==> config.mk <==
export PLATFORM = sky130hd
export DESIGN_NAME = apf_ram
export DESIGN_NICKNAME = d
export VERILOG_FILES = /design/src/rtl/articulation_point_finder_macros.svh /design/src/rtl/apf_ram.sv
export SDC_FILE = /design/constraint.sdc
export NUM_CORES = 1
export LEC_CHECK = 0
export BUFFER_PORTS_ARGS = -buffer_cell sky130_fd_sc_hd__clkbuf_2
export CORE_MARGIN = 2
export CORE_UTILIZATION = 48
export CTS_CLUSTER_SIZE = 24
export DETAILED_ROUTE_END_ITERATION = 7
export SETUP_SLACK_MARGIN = 0.5
export SLEW_MARGIN = 15
export SYNTH_ARGS = -nofsm -noshare
export SYNTH_HDL_FRONTEND = slang
export SYNTH_SLANG_ARGS = --single-unit
==> constraint.sdc <==
create_clock -name clk_i -period 3.8 [get_ports clk_i]
set_input_delay 0.19 -clock clk_i [delete_from_list [all_inputs] [get_ports clk_i]]
set_output_delay 0.19 -clock clk_i [all_outputs]
set_load 0.01 [all_outputs]
==> src/rtl/articulation_point_finder_macros.svh <==
// assertion macros for the articulation point finder
// used by the top level; expects clk_i and rst_ni in scope
`ifndef ARTICULATION_POINT_FINDER_MACROS_SVH
`define ARTICULATION_POINT_FINDER_MACROS_SVH

// same-cycle implication, disabled during reset
`define APF_ASSERT_NOW(label, ante, cons, msg) \
  label: assert property (@(posedge clk_i) disable iff (!rst_ni) (ante) |-> (cons)) \
    else $error(msg);

// next-cycle implication, disabled during reset
`define APF_ASSERT_NEXT(label, ante, cons, msg) \
  label: assert property (@(posedge clk_i) disable iff (!rst_ni) (ante) |=> (cons)) \
    else $error(msg);

`endif

==> src/rtl/apf_ram.sv <==
// generic single-write, single-read ram with registered read data
// no dependencies
module apf_ram #(
  parameter int WIDTH = 8,
  parameter int DEPTH = 64
) (
  input  logic                     clk_i,
  input  logic                     we_i,
  input  logic [$clog2(DEPTH)-1:0] waddr_i,
  input  logic [WIDTH-1:0]         wdata_i,
  input  logic                     re_i,
  input  logic [$clog2(DEPTH)-1:0] raddr_i,
  output logic [WIDTH-1:0]         rdata_o
);
  logic [WIDTH-1:0] mem_q [DEPTH];
  logic [WIDTH-1:0] rdata_q;

  // write port
  always_ff @(posedge clk_i) begin
    if (we_i) begin
      mem_q[waddr_i] <= wdata_i;
    end
  end

  // read port, old data on a same-address write
  always_ff @(posedge clk_i) begin
    if (re_i) begin
      rdata_q <= mem_q[raddr_i];
    end
  end

  assign rdata_o = rdata_q;
endmodule
==> results of run 1 <==
==> metrics by stage <==
stage / utilization (%) / std cells
after floorplan: - / 940
after global placement: 50.3 / 1487
after detailed placement: 50.3 / 1487
after CTS: 54.5 / 1581
after global routing: 54.5 / 1581
final: 54.5 / 1581
==> worst max-delay path by stage <==
stage          cells past startpoint  slack, ps                   end  startpoint
2_1_floorplan                      7       1800  rdata_o[3]$_DFFE_PP_  raddr_i[1]
3_3_place_gp                       6        760  rdata_o[1]$_DFFE_PP_  raddr_i[1]
3_5_place_dp                       6        730  rdata_o[1]$_DFFE_PP_  raddr_i[1]
4_1_cts                            6       1360  rdata_o[1]$_DFFE_PP_  raddr_i[1]
5_1_grt                            6       1260  rdata_o[1]$_DFFE_PP_  raddr_i[1]
6_report                           6       1320  rdata_o[1]$_DFFE_PP_  raddr_i[1]
==> cells in the final DEF, fill, tap and decap left out, types with 12 or more instances in the layout <==
master	count
buf_4	29
nor2_1	83
clkbuf_1	12
mux2_2	13
mux2i_1	23
edfxtp_1	520
clkbuf_16	53
mux4_2	126
nor2b_1	14
nand2_1	19
clkbuf_2	27
nand3_1	13
==> per-layer routing <==
metal	global-route usage, %	routed length [um]
met1	32.9	20500
met2	32.5	21300
met3	4.58	3380
met4	6.58	1180
met5	0	16
==> flip-flops by register name, summed over array words and instances, names as in the netlist <==
name and count:
mem_q 512, rdata_o 8
==> power groups by stage <==
| stage | Combinational [W] | Sequential [W] | Clock [W] |
|---|---|---|---|
| floorplan | 0.000339 | 0.00650 | 0 |
| global placement | 0.000585 | 0.00650 | 0 |
| detailed placement | 0.000590 | 0.00650 | 0 |
| CTS | 0.000592 | 0.00638 | 0.00536 |
| global route | 0.000626 | 0.00638 | 0.00558 |
| finish | 0.000584 | 0.00638 | 0.00530 |
==> worst register-to-register path: stages (launching register included) <==
cell and delay (ps):
edfxtp_1 380, mux4_2 460, mux2_2 280, a221oi_1 730
o2bb2ai_1 180
==> cell type report <==
cell class | instances | area (sq um)
Fill cell | 3114 | 19000
Clock buffer | 65 | 1370
Sequential cell | 520 | 15600
Tap cell | 539 | 674
Timing Repair Buffer | 59 | 407
Multi-Input combinational cell | 369 | 4320
Clock inverter | 29 | 379
==> cell families after synthesis <==
group | share of synthesized area [%]
compound gates | 2.06
flops | 77.1
buf+inv | 1.56
mux | 15.9
simple gates | 3.37
==> key figures, run 1 <==
Logic synthesis
  • Post-synth top flop: edfxtp_1
  • Async set-reset flop share out of synthesis: 0%
  • Post-synth EDFFs: 520
  • Mapped Area: 20200 sq um
  • Yosys top cell area share: 77.1%
  • Dominant cell type by area after synthesis: edfxtp_1
  • Cell variety after synth: 39
  • Synth Instances: 940
  • Post-synthesis sequential area ratio: 77.1%
  • Syn_nets: 963
  • Yosys reg bits: 520
  • Yosys warns: 0
  • Post-Syn Area per Cell: 21.5 sq um
  • Synth top area cells: edfxtp_1 (77%), mux4_2 (14%), nor2_1 (1.5%), mux2i_1 (1.1%), mux2_2 (0.72%)
  • Most instantiated cells after synthesis: edfxtp_1 (520), mux4_2 (126), nor2_1 (83), mux2i_1 (23), nand2_1 (19)
  • Most frequent cell after synthesis: edfxtp_1

Min path
  • Hold depth: 1
  • Hold endpoint: rdata_o[4]$_DFFE_PP_
  • Hold crit path type: in2reg
  • Min-Delay Startpoint: re_i

Place
  • Post-place setup slack: 728 ps
  • # port buffers: 30
  • Post-DP HPWL: 27900 um
  • Placer Congestion: 0.750
  • Placed inst area: 21000 sq um

Route
  • DR vias/cell: 6.08
  • DR vias: 9608
  • Average routed wire per standard cell: 29.3 um
  • Drt first pass iters: 5
  • Post-route ant nets: 0
  • Detailed-route DRC error count: 0
  • Final wirelength: 46300 um
  • DR iter-0 viols: 1042

Critical path
  • Cell family with most CP delay: compound AO/OA/AOI/OAI gates
  • Crit end category: flop
  • WS Path Type: in2reg
  • R2R Path End: rdata_o[1]$_DFFE_PP_
  • Crit path DAT: 2790 ps
  • Reg2reg start: mem_q[40][1]$_DFFE_PP_
  • Total buffers and inverters traversed by the critical path: 2
  • Crit-path slowest cell: a221oi_1
  • R2R Setup Slk: 1490 ps
  • Delay of the slowest critical-path stage: 730 ps
  • CP Cell Sequence: buf_4, buf_4, mux4_2, mux2_2, a221oi_1, o2bb2ai_1
  • Crit Path Max Fanout: 27
  • Crit start category: primary input
  • Cell mode on critical path: buf_4
  • Worst endpoint required time: 4100 ps
  • Cells on worst reg2reg path: 4

Timing
  • Setup ws final: 1320 ps
  • Setup TNS: 0 ps
  • Hold Slack: 33.7 ps
  • Clk_skew: 12.1 ps
  • RSZ-0062 raised after global routing: no
  • Fin crit period: 2480 ps
  • Worst slew pin tran: 1160 ps
  • Slew headroom: 22.1%
  • Period utilization: 65.3%
  • Fmax: 403 MHz
  • Final max-slew violation count: 0
  • Final setup vio count: 0
  • Hold Violations, Final: 0

Power
  • Combinational cell fraction of total power: 4.8%
  • NetSw: 0.00252 W
  • Internal cell power: 0.00975 W
  • Power Dens Cells: 539 nW/um^2
  • Final total power: 0.0123 W
  • Worst IR Drop VDD: 0.323 mV
  • Clock share of power: 43.2%
  • Lkg Pwr: 7.09 nW
  • Sequential Power Share: 52.0%
  • Sw frac: 20.5%

Layout
  • Fraction of layout cells with a size suffix above 1: 26.5%
  • Ant diodes: 0
  • Post-layout instance area: 22800 sq um
  • Final nets: 1025
  • Layout Area Growth over Synthesis: 12.4%

Global routing
  • All-Layer GR Usage: 21.8%
  • Number of global-route vias before repair: 9705
  • Pin count of the biggest net entering global routing: 65
  • GRT overflow: 0
  • First-pass GRT wire length: 68000 um
  • Initial antenna violation count: 1

Floorplan
  • DIE HEIGHT: 209 um
  • Number of primary I/O pins: 31
  • Row count: 75
  • Placeable core area: 41800 sq um
  • Die W: 209 um
  • Initial Util: 48.5%
  • Die ar.: 43800 sq um

CTS
  • # Post-CTS Setup Buffers: 0
  • Worst-path clk slew: 60 ps
  • H-Tree Depth: 2
  • Clock sink total: 520
  • Buffer levels on the longest clock path: 3
  • Hold-fix buffers, CTS: 0
  • Post-CTS Resized: 0
  • Clk_lat worst skew: 590 ps
  • CTS Root Cell: clkbuf_16
  • TritonCTS clock tree: built
  • CTS buffer count: 52

Run
  • Max Cap Viol: 0

Status
  • Status: complete, no violations
Power figures use the tool's default switching activity.
==> run 2: changes to the inputs <==
- PLACE_DENSITY: not set -> 0.66
- clock period: 3.8 -> 2.1 ns (I/O delays scaled with it)
==> key figures, run 2 (synthesis results as in run 1) <==
CTS
  • Worst-path clk slew: 60 ps (about the same)
  • Buffer levels on the longest clock path: 3 (unchanged)
  • CTS buffer count: 49 (-5.8%)
  • TritonCTS clock tree: built
  • Clock sink total: 520 (unchanged)
  • Clk_lat worst skew: 560 ps (-30 ps)
  • H-Tree Depth: 2 (unchanged)
  • CTS Root Cell: clkbuf_16

Place
  • Placer Congestion: 0.780 (+4.0%)
  • Post-DP HPWL: 27400 um (-2.0%)
  • Post-place setup slack: -205 ps (-933 ps)
  • # port buffers: 30 (unchanged)

Layout
  • Most common cell after layout, fill and taps aside: edfxtp_1
  • Max FFs per register: 512 (unchanged)
  • Final nets: 1117 (+9.0%)
  • Fraction of layout cells with a size suffix above 1: 33.4% (+6.9 points)
  • Fillers: 3017 (-3.1%)
  • Commonest cells after routing, fill and taps aside: edfxtp_1 (520), mux4_2 (126), buf_4 (114)
  • Layout Area Growth over Synthesis: 15.9%
  • Most flop-heavy register: mem_q

Route
  • Post-route ant nets: 0 (unchanged)
  • DR vias/cell: 5.80 (-4.6%)
  • DR vias: 9698 (+0.94%)
  • Detailed-route DRC error count: 0 (unchanged)
  • Average routed wire per standard cell: 25.7 um (-12%)
  • Final wirelength: 43000 um (-7.2%)
  • Drt first pass iters: 5 (unchanged)
  • DR iter-0 viols: 997 (-4.3%)

Min path
  • Hold crit path type: in2reg

Critical path
  • CP Cell Sequence: mux4_2, mux4_2, nor2_4, nor3_1, o2bb2ai_1
  • Crit start category: flop
  • Cell mode on critical path: mux4_2
  • Crit path to: rdata_o[0]$_DFFE_PP_
  • R2R Path End: rdata_o[0]$_DFFE_PP_
  • Delay of the slowest critical-path stage: 530 ps (-200 ps)
  • Reg2reg start: mem_q[7][0]$_DFFE_PP_
  • Critical path origin: mem_q[7][0]$_DFFE_PP_
  • Crit Path Max Fanout: 1 (-96%)
  • R2R Setup Slk: 100 ps (-1390 ps)
  • Crit end category: flop
  • WS Path Type: reg2reg
  • Crit-path slowest cell: mux4_2
  • Cells on worst reg2reg path: 5 (+1)
  • Crit path DAT: 2300 ps (-490 ps)
  • Worst endpoint required time: 2410 ps (-1690 ps)

Run
  • Max Cap Viol: 0 (unchanged)

Timing
  • Final setup vio count: 0 (unchanged)
  • Period utilization: 95.1%
  • Setup ws final: 103 ps (-1210 ps)
  • Final max-slew violation count: 0 (unchanged)
  • Clk_skew: 15.1 ps (+3.05 ps)
  • Worst slew pin tran: 713 ps (-452 ps)
  • Hold Violations, Final: 0 (unchanged)
  • Fin crit period: 2000 ps
  • RSZ-0062 raised after global routing: yes
  • Slew headroom: 52.5% (+30 points)
  • Fmax: 501 MHz

Global routing
  • Initial antenna violation count: 2 (+1)
  • GRT overflow: 0 (unchanged)
  • Number of global-route vias before repair: 9959 (+2.6%)
  • All-Layer GR Usage: 20.2% (-1.6 points)
  • First-pass GRT wire length: 64400 um (-5.2%)
  • Pin count of the biggest net entering global routing: 65 (unchanged)

Status
  • Status: complete, no violations

Floorplan
  • Initial Util: 48.5% (unchanged)
  • DIE HEIGHT: 209 um (unchanged)
  • Row count: 75 (unchanged)
  • Placeable core area: 41800 sq um (unchanged)
  • Number of primary I/O pins: 31 (unchanged)
  • Die ar.: 43800 sq um (unchanged)
  • Die W: 209 um (unchanged)

Power
  • Lkg Pwr: 7.55 nW (+6.4%)
  • Power Dens Cells: 900 nW/um^2 (+67%)
  • Final total power: 0.0211 W (+72%)
  • Worst IR Drop VDD: 0.438 mV (+36%)
==> run 2: cell count changes in the layout (fill, tap and decap cells not counted), sizes merged <==
cell | before | now
diode | 0 | 1
buf | 31 | 125
bufinv | 9 | 5
clkinv | 18 | 25
clkbuf | 93 | 85
dlygate4sd3 | 0 | 1
==> run 2: metal layers <==
metal	wire (um)	part of all wire (%)	track usage, %
met5	13	0.030	0
met4	1200	2.8	6.13
met3	2950	6.9	3.67
met2	20700	48	32.4
met1	18100	42	28.8
==> run 2: worst min-delay path by stage <==
| stage | start | to | slack (ps) | depth (start not counted) |
|---|---|---|---|---|
| after floorplan | wdata_i[0] | mem_q[0][0]$_DFFE_PP_ | 200 | 0 |
| after global placement | re_i | rdata_o[1]$_DFFE_PP_ | 580 | 1 |
| after detailed placement | re_i | rdata_o[0]$_DFFE_PP_ | 580 | 1 |
| after CTS | waddr_i[1] | mem_q[50][1]$_DFFE_PP_ | 130 | 3 |
| after global routing | raddr_i[5] | rdata_o[5]$_DFFE_PP_ | 190 | 2 |
| final | waddr_i[1] | mem_q[50][0]$_DFFE_PP_ | 150 | 3 |
==> run 2: cell type report <==
class	instances	area (sq um)	area share [%]
flip-flops and latches	520	15600	66.5
diodes	1	2.50	0.0107
well taps	539	674	2.87
clock buffers	57	1260	5.35
repair buffers	154	1230	5.23
multi-input cells	369	4410	18.8
clock inverters	32	283	1.21
==> run 2: stage by stage <==
| stage | hold slack [ps] | instance area [sq um] | instances | utilization (%) | setup TNS [ps] |
|---|---|---|---|---|---|
| finish | 155 | 23500 | 1672 | 56.2 | 0 |
| global route | 193 | 23500 | 1671 | 56.2 | 0 |
| CTS | 131 | 23400 | 1671 | 56.1 | 0 |
| detailed placement | 580 | 21800 | 1581 | 52.3 | -1110 |
| global placement | 576 | 21800 | 1581 | 52.3 | -994 |
| floorplan | 204 | 20300 | 940 | - | 0 |
==> run 2: critical path, delay by kind of cell (launching register included) <==
family / cells / cell delay (ps)
flip-flops: 1 / 370
AO/OA/AOI/OAI: 1 / 130
multiplexers: 2 / 1040
AND/OR/NAND/NOR: 2 / 210
==> run 2: where the power goes <==
| group | internal, W | switching, W |
|---|---|---|
| Combinational | 0.000473 | 0.000669 |
| Clock | 0.00489 | 0.00355 |
| Sequential | 0.0115 | 0.0000297 |
| Total | 0.0169 | 0.00425 |
==> run 2: timing repair <==
action / 4_1_cts / 5_1_grt
buffers inserted: 0 / 0
resized for setup: 12 / 8
pin swaps: 1 / 0
setup endpoints to repair: 8 / 8
hold buffers: 1 / 0
hold endpoints to repair: 7 / 0
